File: src/hdl/fbfa_pkg.sv
// Package for the first/best-fit block allocator.
// Word types, mode codes, register address, default sizes and the cell control struct.
// No dependencies.
package fbfa_pkg;

  localparam int NumEntriesDef = 16;
  localparam int SizeBitsDef   = 16;

  localparam logic [1:0] ModeLoad  = 2'd0;
  localparam logic [1:0] ModeFirst = 2'd1;
  localparam logic [1:0] ModeBest  = 2'd2;

  localparam logic [1:0] RegBlockCount = 2'd0;

  typedef struct packed {
    logic [1:0]  mode;
    logic [3:0]  entry_index;
    logic [15:0] load_size;
    logic [15:0] min_size;
  } in_word_t;

  typedef struct packed {
    logic        found;
    logic [3:0]  chosen_index;
    logic [15:0] chosen_size;
  } out_word_t;

  typedef struct packed {
    logic best_mode;
    logic commit;
  } cell_ctrl_t;

  typedef enum logic [1:0] {
    StIdle   = 2'b01,
    StSearch = 2'b10
  } state_e;

endpackage

File: src/hdl/fbfa_cell.sv
// One table entry of the allocator: stored size and taken flag.
// Compares itself against the request and passes the running pick on.
// Depends on fbfa_pkg.
module fbfa_cell #(
  parameter int NumEntries = fbfa_pkg::NumEntriesDef,
  parameter int SizeBits   = fbfa_pkg::SizeBitsDef,
  parameter int Index      = 0
) (
  input  logic                          clk_i,
  input  logic                          rst_ni,
  input  fbfa_pkg::cell_ctrl_t          ctrl_i,
  input  logic                          active_i,
  input  logic                          load_i,
  input  logic [SizeBits-1:0]           load_size_i,
  input  logic [15:0]                   req_i,
  input  logic [$clog2(NumEntries)-1:0] pick_i,
  input  logic                          hit_i,
  input  logic [$clog2(NumEntries)-1:0] idx_i,
  input  logic [SizeBits-1:0]           size_i,
  output logic                          hit_o,
  output logic [$clog2(NumEntries)-1:0] idx_o,
  output logic [SizeBits-1:0]           size_o
);
  import fbfa_pkg::*;

  localparam int IdxW = $clog2(NumEntries);
  localparam int CmpW = (SizeBits > 16) ? SizeBits : 16;
  localparam logic [IdxW-1:0] MyIdx = IdxW'(Index);

  logic [SizeBits-1:0] size_q;
  logic                taken_q;
  logic                hit_q, hit_d;
  logic [IdxW-1:0]     idx_q, idx_d;
  logic [SizeBits-1:0] cand_size_q, cand_size_d;
  logic                fits, take;

  assign fits = active_i && !taken_q && (CmpW'(size_q) >= CmpW'(req_i));
  assign take = fits && (!hit_i || (ctrl_i.best_mode && (size_q < size_i)));

  always_comb begin
    if (take) begin
      hit_d       = 1'b1;
      idx_d       = MyIdx;
      cand_size_d = size_q;
    end else begin
      hit_d       = hit_i;
      idx_d       = idx_i;
      cand_size_d = size_i;
    end
  end

  always_ff @(posedge clk_i) begin
    if (load_i) begin
      size_q <= load_size_i;
    end
    idx_q       <= idx_d;
    cand_size_q <= cand_size_d;
  end

  always_ff @(posedge clk_i or negedge rst_ni) begin
    if (!rst_ni) begin
      taken_q <= 1'b0;
      hit_q   <= 1'b0;
    end else begin
      hit_q <= hit_d;
      if (load_i) begin
        taken_q <= 1'b0;
      end else if (ctrl_i.commit && (pick_i == MyIdx)) begin
        taken_q <= 1'b1;
      end
    end
  end

  assign hit_o  = hit_q;
  assign idx_o  = idx_q;
  assign size_o = cand_size_q;

endmodule

File: src/hdl/first_best_fit_block_allocator_core.sv
// Top level of the first/best-fit block allocator: APB register, control,
// and the chain of fbfa_cell entries. Depends on fbfa_pkg and fbfa_cell.
//
// Channel  | Handshake             | Word
// input    | start_i, busy_o       | in_i  (fbfa_pkg::in_word_t)
// result   | done_o (1-cycle)      | out_o (fbfa_pkg::out_word_t)
// config   | psel/penable/pwrite   | pwdata[4:0] -> block_count, any address
//
// A load writes its cell and busy_o stays low. A request keeps busy_o high
// while the pick ripples one cell per cycle down the chain; the result word
// shows in the same cycle that busy_o falls.
// Reset clears all taken flags and block_count; sizes are unknown until loaded.
// The receiver cannot stall the result.
module first_best_fit_block_allocator_core #(
  parameter int NumEntries = fbfa_pkg::NumEntriesDef,
  parameter int SizeBits   = fbfa_pkg::SizeBitsDef
) (
  input  logic                clk_i,
  input  logic                rst_ni,
  input  logic                start_i,
  output logic                busy_o,
  input  fbfa_pkg::in_word_t  in_i,
  output logic                done_o,
  output fbfa_pkg::out_word_t out_o,
  input  logic                psel,
  input  logic                penable,
  input  logic                pwrite,
  input  logic [1:0]          paddr,
  input  logic [31:0]         pwdata,
  output logic [31:0]         prdata,
  output logic                pready
);
  import fbfa_pkg::*;

  localparam int IdxW = $clog2(NumEntries);
  localparam int CntW = $clog2(NumEntries + 1);

  state_e              state_q, state_d;
  logic [CntW-1:0]     cnt_q, cnt_d;
  logic [4:0]          count_q;
  logic [15:0]         req_q;
  logic                best_q;
  logic                done_q;
  out_word_t           out_q;
  logic                accept, is_req, finish;
  cell_ctrl_t          ctrl;
  logic [SizeBits-1:0] load_size;

  logic                hit_c  [NumEntries+1];
  logic [IdxW-1:0]     idx_c  [NumEntries+1];
  logic [SizeBits-1:0] size_c [NumEntries+1];

  assign pready = 1'b1;
  assign prdata = (paddr == RegBlockCount) ? {27'd0, count_q} : 32'd0;

  assign accept    = start_i && (state_q == StIdle);
  assign is_req    = (in_i.mode == ModeFirst) || (in_i.mode == ModeBest);
  assign finish    = (state_q == StSearch) && (cnt_q == CntW'(NumEntries));
  assign load_size = SizeBits'(in_i.load_size);

  assign ctrl.best_mode = best_q;
  assign ctrl.commit    = finish && hit_c[NumEntries];

  assign hit_c[0]  = 1'b0;
  assign idx_c[0]  = '0;
  assign size_c[0] = '0;

  for (genvar g = 0; g < NumEntries; g++) begin : g_cell
    logic active, load;
    assign active = 32'(count_q) > 32'(g);
    assign load   = accept && (in_i.mode == ModeLoad) && (32'(in_i.entry_index) == 32'(g));

    fbfa_cell #(
      .NumEntries (NumEntries),
      .SizeBits   (SizeBits),
      .Index      (g)
    ) u_cell (
      .clk_i       (clk_i),
      .rst_ni      (rst_ni),
      .ctrl_i      (ctrl),
      .active_i    (active),
      .load_i      (load),
      .load_size_i (load_size),
      .req_i       (req_q),
      .pick_i      (idx_c[NumEntries]),
      .hit_i       (hit_c[g]),
      .idx_i       (idx_c[g]),
      .size_i      (size_c[g]),
      .hit_o       (hit_c[g+1]),
      .idx_o       (idx_c[g+1]),
      .size_o      (size_c[g+1])
    );
  end

  always_comb begin
    state_d = state_q;
    cnt_d   = cnt_q;
    case (state_q)
      StIdle: begin
        cnt_d = '0;
        if (accept && is_req) begin
          state_d = StSearch;
        end
      end
      StSearch: begin
        cnt_d = cnt_q + CntW'(1);
        if (finish) begin
          state_d = StIdle;
        end
      end
      default: begin
        state_d = StIdle;
        cnt_d   = '0;
      end
    endcase
  end

  always_ff @(posedge clk_i or negedge rst_ni) begin
    if (!rst_ni) begin
      state_q <= StIdle;
      cnt_q   <= '0;
      count_q <= '0;
      done_q  <= 1'b0;
    end else begin
      state_q <= state_d;
      cnt_q   <= cnt_d;
      done_q  <= finish;
      if (psel && penable && pwrite && pready) begin
        count_q <= pwdata[4:0];
      end
    end
  end

  always_ff @(posedge clk_i) begin
    if (accept) begin
      req_q  <= in_i.min_size;
      best_q <= (in_i.mode == ModeBest);
    end
    if (finish) begin
      out_q.found        <= hit_c[NumEntries];
      out_q.chosen_index <= hit_c[NumEntries] ? 4'(idx_c[NumEntries]) : 4'd0;
      out_q.chosen_size  <= hit_c[NumEntries] ? 16'(size_c[NumEntries]) : 16'd0;
    end
  end

  assign busy_o = (state_q == StSearch);
  assign done_o = done_q;
  assign out_o  = out_q;

endmodule

File: config.mk
export PLATFORM = sky130hd
export DESIGN_NAME = first_best_fit_block_allocator_core
export DESIGN_NICKNAME = d
export VERILOG_FILES = /design/src/hdl/fbfa_pkg.sv /design/src/hdl/fbfa_cell.sv /design/src/hdl/first_best_fit_block_allocator_core.sv
export SDC_FILE = /design/constraint.sdc
export NUM_CORES = 1
export LEC_CHECK = 0
export BUFFER_PORTS_ARGS = -buffer_cell sky130_fd_sc_hd__buf_2
export CAP_MARGIN = 20
export CORE_MARGIN = 4
export CORE_UTILIZATION = 51
export CTS_CLUSTER_SIZE = 12
export DETAILED_ROUTE_END_ITERATION = 8
export PLACE_DENSITY = 0.8
export SYNTH_ARGS = -nofsm -noshare
export SYNTH_HDL_FRONTEND = slang
export SYNTH_SLANG_ARGS = --single-unit
File: constraint.sdc
create_clock -name clk_i -period 3.4 [get_ports clk_i]
set_input_delay 0.68 -clock clk_i [delete_from_list [all_inputs] [get_ports clk_i]]
set_output_delay 0.68 -clock clk_i [all_outputs]
set_load 0.1 [all_outputs]
==> flow_metrics.tcl <==
set metrics [dict create \
    drcViolationCount 0 \
    numPortBuffers 78 \
    rsz0062_at_grt "false" \
    grtUsageMet1 0.292 \
    critPathBufInv 3 \
    via_per_inst 5.79 \
    hold_class "input pin to async pin" \
    synthCells 2631 \
    route.vias.total 21500 \
    setup_viol 0 \
    async_flop_share 0.0699 \
    finalNetCount 3385 \
    grt_usage 0.249 \
    crit_fanout 12 \
    ant_nets 0 \
    grt_start_max_net_pins 33 \
    timing.fmax_ghz 0.311 \
    p_int_mw 16.2 \
    ios 134 \
    reg2reg_from "req_q[3]" \
    reg2reg_depth 10 \
    cp-start-kind "register" \
    synth_enable_flop_cells 294 \
    critPathSlowestCell "a2111oi_0" \
    max_slew_margin 0.321 \
    drt_pass1_iterations 5 \
    cts.clk_slew.worst_paths_ns 0.06 \
    hold_buffers 0 \
    comb_power_share 0.219 \
    maxCapViolCount 0 \
    yosysTopAreaCell "edfxtp_1" \
    synth_area_sq_mm 0.0317 \
    seqPwrFrac 0.454 \
    ys.flop_type "dfxtp_1" \
    die_h_um 257 \
    drv_slew 0 \
    grt_pass1_vias 22800 \
    finalHoldViolCount 0 \
    die_w_um 257 \
    antenna_found_initial 9 \
    num_rows 91 \
    cts_max_path_buffers 3 \
    r2r_end "g_cell[8].u_cell.size_o[11]" \
    ys_ff_latch 644 \
    critPathKind "register to register" \
    p_clk_frac 0.327 \
    finalCriticalPeriod_ns 3.22 \
    cts-root-buf "clkbuf_16" \
    swShare 0.291 \
    coreArea_sq_mm 0.0616 \
    syn_avg_cell_area_sq_um 12.0 \
    busiest_layer "met2" \
    ir_worst_vdd_mv 0.428 \
    netlist.area_leader.share 0.279 \
    p_total_mw 22.8 \
    drt_iter0_drc 1566 \
    ys_warn_count 0 \
    syn2layout_area_growth_pct 13.2 \
    finalSetupTns_ns 0 \
    grt_pass1_wl_um 127000 \
    gr-usage-met3 0.0471 \
    cellLeakagePower_nw 15.0 \
    cellPowerDensity_mw_per_mm2 636 \
    ys_seq_area_frac 0.507 \
    status "completed" \
    ff2ff_setup_slack_ns 0.18 \
    crit_required_ns 3.88 \
    dpl.hpwl_um 60900 \
    p_sw_mw 6.63 \
    cts_max_level 3 \
    start_util 0.514 \
    period_share 0.947 \
    cpLargestDelayFamily "compound AO/OA/AOI/OAI gates" \
    drive_gt1_frac 0.187 \
    wl_per_cell_um 22.5 \
    met2_usage 0.427 \
    endpoint_kind "register" \
    worstMarginPinSlew_ns 1.02 \
    fill_cells 4778 \
    globalplace.congestion 0.903 \
    cts_buffers 69 \
    crit_arrival_ns 3.69 \
    overflow 0 \
    slowest_delay_ns 0.51 \
    crit_chain "inv_1 -> buf_4 -> ha_1 -> a2111oi_0 -> a2111oi_0 -> o41ai_1 -> a21oi_1 -> nand3_1 -> buf_4 -> mux2_2" \
    synth_area_leaders "edfxtp_1, dfxtp_1, ha_1, mux2_2, dfrtp_1" \
    totalWireLength_um 83500 \
    fin_worst_skew_ns 0.0227 \
    synth_cell_types 73 \
    fp.dieArea_sq_mm 0.0661 \
    insertion_delay_ns 0.61 \
    clkSinkCount 644 \
    cts_tree "built" \
]
[synth_stat cells (all sizes together) (6+ instances only)]
library cell	count
ha	485
dfxtp	305
edfxtp	294
inv	271
mux2	244
a21oi	153
nor2	104
nand2	87
o21ai	70
nand4	61
buf	57
a21o	51
and2	49
nand3	48
dfrtp	44
nand2b	37
a211oi	31
or2	29
nor2b	28
nor3	23
a31oi	17
o31ai	15
a2111oi	13
o21a	11
nor4	8
a21boi	7
o2111ai	7
o211ai	7
a211o	6
or3	6
[state kept, by name (all words and copies together) (netlist names)]
register,flops
g_cell.u_cell.taken_q,16
best_q,1
g_cell.u_cell.hit_o,16
req_q,16
g_cell.u_cell.idx_o,49
done_o,1
cnt_q,5
count_q,5
out_o,21
g_cell.u_cell.size_q,256
state_q,2
g_cell.u_cell.size_o,256
[layout by cell type (no fill, tap or decap), types with 15 or more instances in the layout]
cell type / Yosys / final
inv_1: 271 / 271
dfrtp_1: 44 / 44
a211oi_1: 29 / 28
dfxtp_1: 305 / 305
nand2b_1: 37 / 37
nand2_1: 86 / 86
o21ai_0: 70 / 70
buf_2: 24 / 78
nor2b_1: 28 / 28
a21oi_1: 151 / 151
nor3_1: 23 / 18
conb_1: 2 / 28
and2_1: 49 / 49
clkbuf_1: 5 / 25
ha_1: 485 / 485
o31ai_1: 15 / 15
or2_2: 28 / 28
mux2_2: 228 / 228
edfxtp_1: 294 / 294
clkbuf_8: 0 / 17
clkbuf_16: 0 / 73
nand3_1: 48 / 48
a31oi_1: 16 / 16
nand4_1: 61 / 61
a21o_1: 51 / 51
nor2_1: 104 / 103
buf_4: 31 / 65
[per-stage QoR]
stage | setup WS (ns) | hold slack [ns] | util | instances | instance area (sq um)
detailed placement | 0.190 | 0.398 | 0.545 | 3588 | 33600
global placement | 0.243 | 0.401 | 0.545 | 3588 | 33600
global route | 0.00347 | 0.216 | 0.582 | 3716 | 35900
floorplan | 0.0593 | 0.384 | - | 2657 | 31800
CTS | 0.170 | 0.213 | 0.582 | 3716 | 35900
finish | 0.182 | 0.244 | 0.582 | 3717 | 35900
[timing repair]
| item | in CTS | in global routing |
|---|---|---|
| setup buffers | 0 | 0 |
| gates resized for setup | 0 | 1 |
| setup endpoints to repair | 0 | 3 |
[worst register-to-register path, stage by stage, from the launching register on]
cell	delay, ns
edfxtp_1	0.32
inv_1	0.30
buf_4	0.31
ha_1	0.22
a2111oi_0	0.51
a2111oi_0	0.19
o41ai_1	0.39
a21oi_1	0.16
nand3_1	0.12
buf_4	0.20
mux2_2	0.38
[power groups by stage]
| stage | combinational [mW] | sequential, mW | clock [mW] |
|---|---|---|---|
| after global placement | 4.62 | 10.5 | 0 |
| after global routing | 5.53 | 10.5 | 7.90 |
| after detailed placement | 4.88 | 10.5 | 0 |
| after floorplan | 3.53 | 10.1 | 0 |
| after CTS | 4.96 | 10.4 | 7.57 |
| final | 4.99 | 10.4 | 7.46 |
[worst max path at each step]
stage,slack [ns],start,endpoint,depth (start not counted)
after floorplan,0.06,start_i,g_cell[2].u_cell.size_q[0],6
after global placement,0.24,req_q[13],g_cell[7].u_cell.size_o[9],10
after detailed placement,0.19,req_q[13],g_cell[7].u_cell.size_o[9],10
after CTS,0.17,req_q[13],g_cell[7].u_cell.size_o[9],10
after global routing,0.003,req_q[3],g_cell[8].u_cell.size_o[11],10
final,0.18,req_q[3],g_cell[8].u_cell.size_o[11],10
[area by class of cell]
type | instances | area (sq um) | area share
Clock inverter | 13 | 109 | 0.00304
Tap cell | 837 | 1050 | 0.0292
Antenna cell | 1 | 2.50 | 0.0000698
Multi-Input combinational cell | 1680 | 14300 | 0.400
Clock buffer | 115 | 2150 | 0.0601
Sequential cell | 644 | 16100 | 0.448
Timing Repair Buffer | 156 | 1140 | 0.0318
Inverter | 271 | 1020 | 0.0284
[cell families (layout without fill, tap and decap cells)]
family	count (synthesis)	count (layout)	share of synthesized area
adder cells (fa/ha/maj)	485	485	0.192
AO/OA/AOI/OAI	421	421	0.0857
AND/OR/NAND/NOR	498	498	0.0818
flip-flops	644	644	0.507
XOR/XNOR	3	3	0.000830
buffers and inverters	333	555	0.0447
multiplexers	245	245	0.0879
other	2	29	0.000237
[routing by layer]
metal	part of all wire	wire length [um]
met5	0.00032	27
met4	0.067	5600
met3	0.066	5550
met2	0.48	40200
met1	0.38	32100
(Power assumes the default switching activity.)
